`src/lpc_pkg.sv`:
```
// Shared constants, types and exp tables for the likelihood probability combiner.
`timescale 1ns / 1ps
package lpc_pkg;
  localparam int NUM_DET   = 6;
  localparam int NUM_HYP   = 6;
  localparam int LOGL_W    = 24;
  localparam int IDX_W     = 3;
  localparam int TBL_DEPTH = NUM_DET * NUM_HYP;
  localparam int ADDR_W    = $clog2(TBL_DEPTH);
  localparam int SUM_W     = LOGL_W + 3;
  localparam int DIFF_W    = SUM_W + 1;
  localparam int PRIOR_W   = 10;
  localparam int PRIORS_W  = PRIOR_W * NUM_HYP;
  localparam int EXP_W     = 17;
  localparam int PROD_W    = 2 * EXP_W;
  localparam int WT_W      = 26;
  localparam int NORM_W    = 29;
  localparam int NUM_W     = WT_W + 17;
  localparam int QUO_W     = 17;
  localparam int PROB_W    = 16;
  localparam int OP_W      = 2;
  localparam int CFG_IDX_W = 1;
  localparam int EXP_INT_LIMIT = 12;

  localparam logic [OP_W-1:0] OP_WRITE  = 2'd0;
  localparam logic [OP_W-1:0] OP_ROWMAX = 2'd1;
  localparam logic [OP_W-1:0] OP_QUERY  = 2'd2;
  localparam logic [OP_W-1:0] OP_UNUSED = 2'd3;

  localparam logic [CFG_IDX_W-1:0] CFG_MASK  = 1'd0;
  localparam logic [CFG_IDX_W-1:0] CFG_PRIOR = 1'd1;

  localparam logic [NUM_DET-1:0]  MASK_RESET  = 6'd63;
  localparam logic [PRIORS_W-1:0] PRIOR_RESET = 60'd288512382275027200;

  localparam logic [LOGL_W-1:0] LL_INF_CODE = {1'b0, {(LOGL_W-1){1'b1}}};
  localparam logic [LOGL_W-1:0] LOGL_MIN    = {1'b1, {(LOGL_W-1){1'b0}}};

  typedef logic [LOGL_W-1:0] logl_t;
  typedef logic [EXP_W-1:0]  expv_t;

  function automatic expv_t exp_int(input logic [3:0] q);
    expv_t v;
    case (q)
      4'd0:  v = 17'd65536;
      4'd1:  v = 17'd24109;
      4'd2:  v = 17'd8869;
      4'd3:  v = 17'd3263;
      4'd4:  v = 17'd1200;
      4'd5:  v = 17'd442;
      4'd6:  v = 17'd162;
      4'd7:  v = 17'd60;
      4'd8:  v = 17'd22;
      4'd9:  v = 17'd8;
      4'd10: v = 17'd3;
      4'd11: v = 17'd1;
      default: v = 17'd0;
    endcase
    return v;
  endfunction

  function automatic expv_t exp_hi(input logic [3:0] i);
    expv_t v;
    case (i)
      4'd0:  v = 17'd65536;
      4'd1:  v = 17'd61565;
      4'd2:  v = 17'd57835;
      4'd3:  v = 17'd54331;
      4'd4:  v = 17'd51039;
      4'd5:  v = 17'd47947;
      4'd6:  v = 17'd45042;
      4'd7:  v = 17'd42313;
      4'd8:  v = 17'd39750;
      4'd9:  v = 17'd37341;
      4'd10: v = 17'd35079;
      4'd11: v = 17'd32954;
      4'd12: v = 17'd30957;
      4'd13: v = 17'd29081;
      4'd14: v = 17'd27319;
      default: v = 17'd25664;
    endcase
    return v;
  endfunction

  function automatic expv_t exp_lo(input logic [3:0] i);
    expv_t v;
    case (i)
      4'd0:  v = 17'd65536;
      4'd1:  v = 17'd65280;
      4'd2:  v = 17'd65026;
      4'd3:  v = 17'd64772;
      4'd4:  v = 17'd64520;
      4'd5:  v = 17'd64268;
      4'd6:  v = 17'd64018;
      4'd7:  v = 17'd63768;
      4'd8:  v = 17'd63520;
      4'd9:  v = 17'd63272;
      4'd10: v = 17'd63026;
      4'd11: v = 17'd62781;
      4'd12: v = 17'd62535;
      4'd13: v = 17'd62291;
      4'd14: v = 17'd62048;
      default: v = 17'd61806;
    endcase
    return v;
  endfunction
endpackage

```
`src/lpc_table.sv`:
```
// Log-likelihood table memory: one write port, one registered read port.
`timescale 1ns / 1ps
module lpc_table (
  input  logic                      clk,
  input  logic                      rst_n,
  input  logic                      we,
  input  logic [lpc_pkg::ADDR_W-1:0] waddr,
  input  lpc_pkg::logl_t            wdata,
  input  logic [lpc_pkg::ADDR_W-1:0] raddr,
  output lpc_pkg::logl_t            rdata
);
  import lpc_pkg::*;

  logl_t mem [TBL_DEPTH];
  logl_t rdata_r;
  logic [ADDR_W-1:0] clr_r;
  logic clr_busy_r;

  // After reset, sweep zeros through the table before first use.
  always_ff @(posedge clk) begin
    if (!rst_n) begin
      clr_r      <= '0;
      clr_busy_r <= 1'b1;
    end else if (clr_busy_r) begin
      mem[clr_r] <= '0;
      if (clr_r == ADDR_W'(TBL_DEPTH - 1)) begin
        clr_busy_r <= 1'b0;
      end
      clr_r <= clr_r + 1'b1;
    end else if (we) begin
      mem[waddr] <= wdata;
    end
  end

  always_ff @(posedge clk) begin
    rdata_r <= mem[raddr];
  end

  assign rdata = rdata_r;
endmodule

```
`src/lpc_mul.sv`:
```
// Shared 17x17 multiplier with registered product.
`timescale 1ns / 1ps
module lpc_mul (
  input  logic                       clk,
  input  lpc_pkg::expv_t             a,
  input  lpc_pkg::expv_t             b,
  output logic [lpc_pkg::PROD_W-1:0] prod
);
  import lpc_pkg::*;

  logic [PROD_W-1:0] prod_r;

  always_ff @(posedge clk) begin
    prod_r <= PROD_W'(a) * PROD_W'(b);
  end

  assign prod = prod_r;
endmodule

```
`src/lpc_div.sv`:
```
// Restoring divider, one quotient bit per cycle.
`timescale 1ns / 1ps
module lpc_div (
  input  logic                       clk,
  input  logic                       rst_n,
  input  logic                       start,
  input  logic [lpc_pkg::NUM_W-1:0]  num,
  input  logic [lpc_pkg::NORM_W-1:0] den,
  output logic                       done,
  output logic [lpc_pkg::QUO_W-1:0]  quo
);
  import lpc_pkg::*;

  logic [NORM_W-1:0] rem_r;
  logic [QUO_W-1:0]  low_r;
  logic [QUO_W-1:0]  quo_r;
  logic [4:0]        cnt_r;
  logic              run_r;
  logic              done_r;
  logic [NORM_W:0]   trial;
  logic              fits;

  assign trial = {rem_r, low_r[QUO_W-1]};
  assign fits  = trial >= {1'b0, den};

  always_ff @(posedge clk) begin
    if (!rst_n) begin
      run_r  <= 1'b0;
      done_r <= 1'b0;
      cnt_r  <= '0;
    end else begin
      done_r <= 1'b0;
      if (start) begin
        rem_r <= NORM_W'(num[NUM_W-1:QUO_W]);
        low_r <= num[QUO_W-1:0];
        quo_r <= '0;
        cnt_r <= 5'(QUO_W);
        run_r <= 1'b1;
      end else if (run_r) begin
        rem_r <= fits ? NORM_W'(trial - {1'b0, den}) : NORM_W'(trial);
        low_r <= {low_r[QUO_W-2:0], 1'b0};
        quo_r <= {quo_r[QUO_W-2:0], fits};
        cnt_r <= cnt_r - 1'b1;
        if (cnt_r == 5'd1) begin
          run_r  <= 1'b0;
          done_r <= 1'b1;
        end
      end
    end
  end

  assign done = done_r;
  assign quo  = quo_r;
endmodule

```
`src/likelihood_probability_combiner.sv`:
```
// Top level: table, sequencer, shared multiplier and divider.
//
//  channel | handshake              | payload
//  in      | in_valid / in_ready    | opcode, detector, hypothesis, log_likelihood
//  out     | out_valid / out_ready  | hypothesis_out, probability, most_likely, ...
//  cfg     | cfg_valid / cfg_ready  | cfg_index, cfg_data
//
// A write gives one beat. Row maxima make two passes over each row, with one
// table read per entry in each pass. A query's run is set by the single table
// read port and the serial divider, and it waits on output stalls. After reset
// the table is zeroed while in_ready stays low; cfg_ready is always high.
`timescale 1ns / 1ps
module likelihood_probability_combiner (
  input  logic                          clk,
  input  logic                          rst_n,
  input  logic                          in_valid,
  output logic                          in_ready,
  input  logic [lpc_pkg::OP_W-1:0]      in_opcode,
  input  logic [lpc_pkg::IDX_W-1:0]     in_detector,
  input  logic [lpc_pkg::IDX_W-1:0]     in_hypothesis,
  input  logic signed [lpc_pkg::LOGL_W-1:0] in_log_likelihood,
  output logic                          out_valid,
  input  logic                          out_ready,
  output logic [lpc_pkg::IDX_W-1:0]     out_hypothesis_out,
  output logic [lpc_pkg::PROB_W-1:0]    out_probability,
  output logic [lpc_pkg::IDX_W-1:0]     out_most_likely,
  output logic                          out_any_present,
  output logic                          out_error,
  output logic                          out_last,
  input  logic                          cfg_valid,
  output logic                          cfg_ready,
  input  logic [lpc_pkg::CFG_IDX_W-1:0] cfg_index,
  input  logic [lpc_pkg::PRIORS_W-1:0]  cfg_data
);
  import lpc_pkg::*;

  localparam logic [3:0] S_INIT   = 4'd0;
  localparam logic [3:0] S_IDLE   = 4'd1;
  localparam logic [3:0] S_RM_A   = 4'd2;
  localparam logic [3:0] S_RM_B   = 4'd3;
  localparam logic [3:0] S_RS_A   = 4'd4;
  localparam logic [3:0] S_RS_B   = 4'd5;
  localparam logic [3:0] S_QS_A   = 4'd6;
  localparam logic [3:0] S_QS_B   = 4'd7;
  localparam logic [3:0] S_QE1    = 4'd8;
  localparam logic [3:0] S_QE2    = 4'd9;
  localparam logic [3:0] S_QE3    = 4'd10;
  localparam logic [3:0] S_QACC   = 4'd11;
  localparam logic [3:0] S_QDIV   = 4'd12;
  localparam logic [3:0] S_QWAIT  = 4'd13;
  localparam logic [3:0] S_EMIT   = 4'd14;

  localparam logic [IDX_W-1:0] LAST_D = IDX_W'(NUM_DET - 1);
  localparam logic [IDX_W-1:0] LAST_H = IDX_W'(NUM_HYP - 1);

  logic [3:0]          state_r;
  logic [5:0]          init_cnt_r;
  logic [IDX_W-1:0]    d_r, h_r;
  logic [NUM_DET-1:0]  mask_r, present_r;
  logic [PRIORS_W-1:0] priors_r;
  logl_t               m_r;
  logic [SUM_W-1:0]    acc_r, best_r;
  logic                have_r;
  logic [SUM_W-1:0]    sum_r [NUM_HYP];
  logic [WT_W-1:0]     wt_r [NUM_HYP];
  logic [PROB_W-1:0]   prob_r [NUM_HYP];
  logic [NORM_W-1:0]   norm_r;
  logic [PROB_W-1:0]   top_r;
  logic [IDX_W-1:0]    most_r;
  logic [3:0]          nlo_r;
  logic                kill_r;

  logic                out_valid_r;
  logic [IDX_W-1:0]    out_hyp_r, out_most_r;
  logic [PROB_W-1:0]   out_prob_r;
  logic                out_any_r, out_err_r, out_last_r;

  logic                tbl_we;
  logic [ADDR_W-1:0]   tbl_waddr, tbl_raddr, cnt_addr;
  logl_t               tbl_wdata, tbl_rdata;
  expv_t               mul_a, mul_b;
  logic [PROD_W-1:0]   prod;
  expv_t               fx;
  logic                div_start, div_done;
  logic [QUO_W-1:0]    quo;
  logic [NUM_W-1:0]    div_num;

  logic                slot_free, in_acc, is_inf, in_range, do_write, out_load;
  logic [NUM_DET-1:0]  present_new;
  logic [LOGL_W:0]     rs_diff;
  logl_t               rs_val;
  logic [SUM_W-1:0]    acc_new;
  logic [DIFF_W-1:0]   ndiff;
  logic [PRIOR_W-1:0]  prior_h;
  logic [PROB_W-1:0]   p_div;

  assign slot_free = !out_valid_r || out_ready;
  assign in_ready  = (state_r == S_IDLE) && slot_free;
  assign in_acc    = in_valid && in_ready;
  assign cfg_ready = 1'b1;

  assign is_inf   = in_log_likelihood == LL_INF_CODE;
  assign in_range = (in_detector < IDX_W'(NUM_DET)) && (in_hypothesis < IDX_W'(NUM_HYP));
  assign do_write = in_acc && (in_opcode == OP_WRITE) && !is_inf && in_range;
  assign present_new = do_write ? (present_r | (NUM_DET'(1) << in_detector)) : present_r;
  // A new beat is loaded into the output register this cycle.
  assign out_load = (in_acc && (in_opcode == OP_WRITE)) || ((state_r == S_EMIT) && slot_free);

  assign cnt_addr = ADDR_W'(d_r) * ADDR_W'(NUM_HYP) + ADDR_W'(h_r);

  assign rs_diff = {tbl_rdata[LOGL_W-1], tbl_rdata} - {m_r[LOGL_W-1], m_r};
  // Clamp at the signed minimum when the difference leaves the range.
  assign rs_val  = (rs_diff[LOGL_W] != rs_diff[LOGL_W-1]) ? LOGL_MIN : rs_diff[LOGL_W-1:0];

  always_comb begin
    tbl_we    = 1'b0;
    tbl_waddr = cnt_addr;
    tbl_wdata = rs_val;
    if (do_write) begin
      tbl_we    = 1'b1;
      tbl_waddr = ADDR_W'(in_detector) * ADDR_W'(NUM_HYP) + ADDR_W'(in_hypothesis);
      tbl_wdata = in_log_likelihood;
    end else if (state_r == S_RS_B) begin
      tbl_we = 1'b1;
    end
  end
  assign tbl_raddr = cnt_addr;

  lpc_table u_table (
    .clk   (clk),
    .rst_n (rst_n),
    .we    (tbl_we),
    .waddr (tbl_waddr),
    .wdata (tbl_wdata),
    .raddr (tbl_raddr),
    .rdata (tbl_rdata)
  );

  assign acc_new = acc_r + (mask_r[d_r] ? {{(SUM_W-LOGL_W){tbl_rdata[LOGL_W-1]}}, tbl_rdata}
                                        : SUM_W'(0));
  assign ndiff   = {best_r[SUM_W-1], best_r} - {sum_r[h_r][SUM_W-1], sum_r[h_r]};
  assign prior_h = priors_r[PRIOR_W*h_r +: PRIOR_W];

  // Round the Q2.32 product of two Q1.16 values back to Q1.16.
  assign fx = prod[32:16] + EXP_W'(prod[15]);

  always_comb begin
    unique case (state_r)
      S_QE1: begin
        mul_a = exp_int(ndiff[11:8]);
        mul_b = exp_hi(ndiff[7:4]);
      end
      S_QE2: begin
        mul_a = fx;
        mul_b = exp_lo(nlo_r);
      end
      default: begin
        mul_a = fx;
        mul_b = EXP_W'(prior_h);
      end
    endcase
  end

  lpc_mul u_mul (
    .clk  (clk),
    .a    (mul_a),
    .b    (mul_b),
    .prod (prod)
  );

  assign div_start = (state_r == S_QDIV) && (norm_r != '0);
  assign div_num   = {wt_r[h_r], 16'd0} + NUM_W'(norm_r >> 1);

  lpc_div u_div (
    .clk   (clk),
    .rst_n (rst_n),
    .start (div_start),
    .num   (div_num),
    .den   (norm_r),
    .done  (div_done),
    .quo   (quo)
  );

  assign p_div = quo[QUO_W-1] ? {PROB_W{1'b1}} : quo[PROB_W-1:0];

  always_ff @(posedge clk) begin
    if (!rst_n) begin
      state_r     <= S_INIT;
      init_cnt_r  <= '0;
      d_r         <= '0;
      h_r         <= '0;
      mask_r      <= MASK_RESET;
      priors_r    <= PRIOR_RESET;
      present_r   <= '0;
      out_valid_r <= 1'b0;
    end else begin
      if (cfg_valid && cfg_ready) begin
        if (cfg_index == CFG_MASK) begin
          mask_r <= cfg_data[NUM_DET-1:0];
        end else begin
          priors_r <= cfg_data;
        end
      end
      if (out_valid_r && out_ready && !out_load) begin
        out_valid_r <= 1'b0;
      end
      present_r <= present_new;

      unique case (state_r)
        S_INIT: begin
          init_cnt_r <= init_cnt_r + 1'b1;
          if (init_cnt_r == 6'(TBL_DEPTH)) begin
            state_r <= S_IDLE;
          end
        end
        S_IDLE: begin
          d_r <= '0;
          h_r <= '0;
          if (in_acc) begin
            unique case (in_opcode)
              OP_WRITE: begin
                out_valid_r <= 1'b1;
                out_hyp_r   <= in_hypothesis;
                out_prob_r  <= '0;
                out_most_r  <= '0;
                out_any_r   <= |(present_new & mask_r);
                out_err_r   <= is_inf;
                out_last_r  <= 1'b1;
              end
              OP_ROWMAX: state_r <= S_RM_A;
              OP_QUERY: begin
                state_r <= S_QS_A;
                acc_r   <= '0;
                have_r  <= 1'b0;
                norm_r  <= '0;
                top_r   <= '0;
                most_r  <= '0;
              end
              default: ;
            endcase
          end
        end
        S_RM_A: state_r <= S_RM_B;
        S_RM_B: begin
          if ((h_r == '0) || ($signed(tbl_rdata) > $signed(m_r))) begin
            m_r <= tbl_rdata;
          end
          if (h_r == LAST_H) begin
            h_r     <= '0;
            state_r <= S_RS_A;
          end else begin
            h_r     <= h_r + 1'b1;
            state_r <= S_RM_A;
          end
        end
        S_RS_A: state_r <= S_RS_B;
        S_RS_B: begin
          if (h_r == LAST_H) begin
            h_r <= '0;
            if (d_r == LAST_D) begin
              state_r <= S_IDLE;
            end else begin
              d_r     <= d_r + 1'b1;
              state_r <= S_RM_A;
            end
          end else begin
            h_r     <= h_r + 1'b1;
            state_r <= S_RS_A;
          end
        end
        S_QS_A: state_r <= S_QS_B;
        S_QS_B: begin
          if (d_r == LAST_D) begin
            d_r        <= '0;
            acc_r      <= '0;
            sum_r[h_r] <= acc_new;
            if ((prior_h != '0) && (!have_r || ($signed(acc_new) > $signed(best_r)))) begin
              best_r <= acc_new;
              have_r <= 1'b1;
            end
            if (h_r == LAST_H) begin
              h_r     <= '0;
              state_r <= S_QE1;
            end else begin
              h_r     <= h_r + 1'b1;
              state_r <= S_QS_A;
            end
          end else begin
            acc_r   <= acc_new;
            d_r     <= d_r + 1'b1;
            state_r <= S_QS_A;
          end
        end
        S_QE1: begin
          nlo_r   <= ndiff[3:0];
          kill_r  <= !have_r || (prior_h == '0) ||
                     (ndiff[DIFF_W-1:8] >= (DIFF_W-8)'(EXP_INT_LIMIT));
          state_r <= S_QE2;
        end
        S_QE2: state_r <= S_QE3;
        S_QE3: state_r <= S_QACC;
        S_QACC: begin
          wt_r[h_r] <= kill_r ? WT_W'(0) : prod[WT_W-1:0];
          norm_r    <= norm_r + (kill_r ? NORM_W'(0) : NORM_W'(prod[WT_W-1:0]));
          if (h_r == LAST_H) begin
            h_r     <= '0;
            state_r <= S_QDIV;
          end else begin
            h_r     <= h_r + 1'b1;
            state_r <= S_QE1;
          end
        end
        S_QDIV: begin
          if (norm_r == '0) begin
            prob_r[h_r] <= '0;
            if (h_r == LAST_H) begin
              h_r     <= '0;
              state_r <= S_EMIT;
            end else begin
              h_r <= h_r + 1'b1;
            end
          end else begin
            state_r <= S_QWAIT;
          end
        end
        S_QWAIT: begin
          if (div_done) begin
            prob_r[h_r] <= p_div;
            if (p_div > top_r) begin
              top_r  <= p_div;
              most_r <= h_r;
            end
            if (h_r == LAST_H) begin
              h_r     <= '0;
              state_r <= S_EMIT;
            end else begin
              h_r     <= h_r + 1'b1;
              state_r <= S_QDIV;
            end
          end
        end
        S_EMIT: begin
          if (slot_free) begin
            out_valid_r <= 1'b1;
            out_hyp_r   <= h_r;
            out_prob_r  <= prob_r[h_r];
            out_most_r  <= most_r;
            out_any_r   <= |(present_r & mask_r);
            out_err_r   <= 1'b0;
            out_last_r  <= h_r == LAST_H;
            if (h_r == LAST_H) begin
              state_r <= S_IDLE;
            end else begin
              h_r <= h_r + 1'b1;
            end
          end
        end
        default: state_r <= S_IDLE;
      endcase
    end
  end

  assign out_valid          = out_valid_r;
  assign out_hypothesis_out = out_hyp_r;
  assign out_probability    = out_prob_r;
  assign out_most_likely    = out_most_r;
  assign out_any_present    = out_any_r;
  assign out_error          = out_err_r;
  assign out_last           = out_last_r;
endmodule

```
`config.mk`:
```
export PLATFORM = sky130hd
export DESIGN_NAME = likelihood_probability_combiner
export DESIGN_NICKNAME = d
export VERILOG_FILES = /design/src/lpc_pkg.sv /design/src/lpc_table.sv /design/src/lpc_mul.sv /design/src/lpc_div.sv /design/src/likelihood_probability_combiner.sv
export SDC_FILE = /design/constraint.sdc
export NUM_CORES = 2
export LEC_CHECK = 0
export BUFFER_PORTS_ARGS = -buffer_cell sky130_fd_sc_hd__buf_2
export CAP_MARGIN = 10
export CORE_MARGIN = 1.5
export CORE_UTILIZATION = 45
export CTS_CLUSTER_DIAMETER = 40
export DETAILED_ROUTE_END_ITERATION = 10
export GPL_TIMING_DRIVEN = 0
export SLEW_MARGIN = 0
export SYNTH_ARGS = -nofsm -noshare
export SYNTH_HDL_FRONTEND = slang
export SYNTH_HIERARCHICAL = 1
export SYNTH_SLANG_ARGS = --single-unit
```
`constraint.sdc`:
```
create_clock -name clk -period 14.95 [get_ports clk]
set_clock_uncertainty 0.05 [all_clocks]
set_input_delay 0.7475 -clock clk [delete_from_list [all_inputs] [get_ports clk]]
set_output_delay 0.7475 -clock clk [all_outputs]
set_load 0.005 [all_outputs]
```
==> results.txt <==
Status: finished, final reports clean
CTS Sinks: 1674
Worst setup path end: u_mul/prod[30]
CP max-delay cell: o22ai_1
Placer Congestion: 0.996
R2R Setup Slk: 1260 ps
Final Critical Period: 13690 ps
CTS clk-pin slew, worst paths: 60 ps
Footprint of the multi-input gates: 34200 um2
Register area: 48500 um2
Final cell count without fillers: 9727
All-Layer GR Usage: 0.255
DP Wirelength: 180 mm
Startpoint types: flop
Worst-path fanout max: 10
Post-layout instance area: 99300 um2
Die area: 193000 um2
Peak supply drop: 0.150 mV
Grt ovf: 0
DRT Wirelength: 248 mm
Max clock buf depth: 3
Cells after Synth: 6548
Clock root cell: clkbuf_16
DR vias/cell: 5.67
WL/cell: 25.5 um
Post-Syn Nets: 7217
Tcrit/Tclk final: 0.916
First-pass GRT wire length: 361 mm
CTS-repair resized insts: 0
Total CTS buffers: 236
# port buffers: 124
Critical Path Max Stage Delay: 1050 ps
Initial Util: 0.454
Reg2reg path depth: 34
Vias in the first global route: 55253
Chip Height: 439 um
Max-capacitance violation count: 0
Reg2reg end: u_mul/prod[30]
Dpl cells: 9234
P per Cell Area: 155 nW/um2
Pre-CTS setup slack: 1280 ps
Util after Layout: 0.527
# setup viols final: 0
Io pins: 126
Worst Setup Slack, final: 1260 ps
Unrepaired setup endpoints after global routing: no
Clock Latency Late Sink: 890 ps
Worst min path class: input port to flop
Fmax: 73.1 MHz
Critical path arrival: 14360 ps
Required time worst endpoint: 15620 ps
FP Rows: 159
CTS tree: yes
Layout cells sized above 1: 0.143
Fill cell count: 15824
Final count of hold timing violations: 0
Critical path type: flop to flop
Max Slew Vio Count: 0
Core area: 188000 um2
First-iteration detailed-routing DRC count: 5066
Area Overhead vs Synth: 15.9%
Layout Nets: 7658
Worst-Margin Slew: 1330 ps
P_leak: 35.9 nW
TritonRoute pass-1 iters: 7
Post-CTS Setup Bufs: 0
Post-Synthesis Mean Instance Area: 13.1 um2
Setup crit end kind: flop
Antenna Nets Post-Route: 0
Final TNS setup: 0 ps
Hold_ws: 56.2 ps
CP most frequent cell: fa_1
Synthesized cell area: 85600 um2
DR vias: 55158
Hold-fix buffers, CTS: 7
Post-DP Area: 90700 um2
Die Width: 439 um
H-tree Lvls: 4
DRC: 0
Final Total Pwr: 15.4 mW
Pin count of the biggest net entering global routing: 65
Initial antenna violation count: 16
Ys Warns: 6
Relative slew slack: 0.114
state kept, by name, summed over array words and instances (netlist names), 6 cells and up, named ones only:
register	count
priors_r	60
mask_r	6
u_table/clr_r	6
norm_r	29
wt_r	156
out_probability	16
top_r	16
u_mul/prod	33
sum_r	162
prob_r	96
init_cnt_r	6
u_div/quo	17
u_table/mem	864
present_r	6
u_div/low_r	17
best_r	27
u_div/rem_r	29
acc_r	27
m_r	24
u_table/rdata	24
cell type report:
class,instances,share of cell area
clock inverters,188,0.0229
inverters,470,0.0178
diodes,30,0.000756
plain buffers,314,0.0165
clock buffers,263,0.0614
multi-input cells,4090,0.344
flip-flops and latches,1674,0.489
repair buffers,203,0.0164
well taps,2495,0.0315
power breakdown:
part	internal [mW]	switching [mW]
combinational	1.34	2.70
sequential	5.49	0.135
clock	3.47	2.29
total	10.3	5.12
routing by layer:
metal	vias to the layer above	GRT usage	wire (um)
li1	25032	-	-
met1	27842	0.311	97300
met2	1803	0.437	124000
met3	481	0.0358	13200
met4	0	0.136	13900
met5	-	0	0
cell usage in the layout (no fill, tap or decap), drive strengths merged, types with 25 or more instances in the layout:
cell type     n
edfxtp     1498
nand2       604
inv         523
mux2i       507
clkbuf      450
ha          337
buf         321
nor2        308
a21oi       269
fa          234
and2        201
o21ai       201
dfxtp       176
xnor2       106
a22oi       105
nor2b       104
mux4        100
nand3        96
clkinv       86
a21o         82
xor2         81
a22o         60
nor3         53
nand4        52
a221oi       51
a211oi       46
o22ai        45
nand2b       35
o21a         33
diode        30
mux2         30
a31oi        29
bufinv       26
and3         26
o41ai        26
nor4         25
o31ai        25
critical path, delay by kind of cell, from the launching register on:
family / cells / cell delay, ps
AND/OR/NAND/NOR: 4 / 620
adder cells (fa/ha/maj): 10 / 4540
buffers and inverters: 8 / 3330
flip-flops: 1 / 530
XOR/XNOR: 2 / 930
multiplexers: 2 / 580
AO/OA/AOI/OAI: 8 / 2960
how the worst min path moves through the flow:
stage	to	depth (start not counted)	slack [ps]	from
after CTS	priors_r[22]	3	3	cfg_data[22]
after global placement	priors_r[20]	2	390	priors_r[20]
after floorplan	m_r[0]	0	360	u_table/rdata[0]
final	mask_r[0]	3	60	cfg_data[0]
after detailed placement	priors_r[54]	2	390	priors_r[54]
after global routing	priors_r[22]	3	30	cfg_data[22]
No activity file was read; power rests on OpenSTA's default activity.
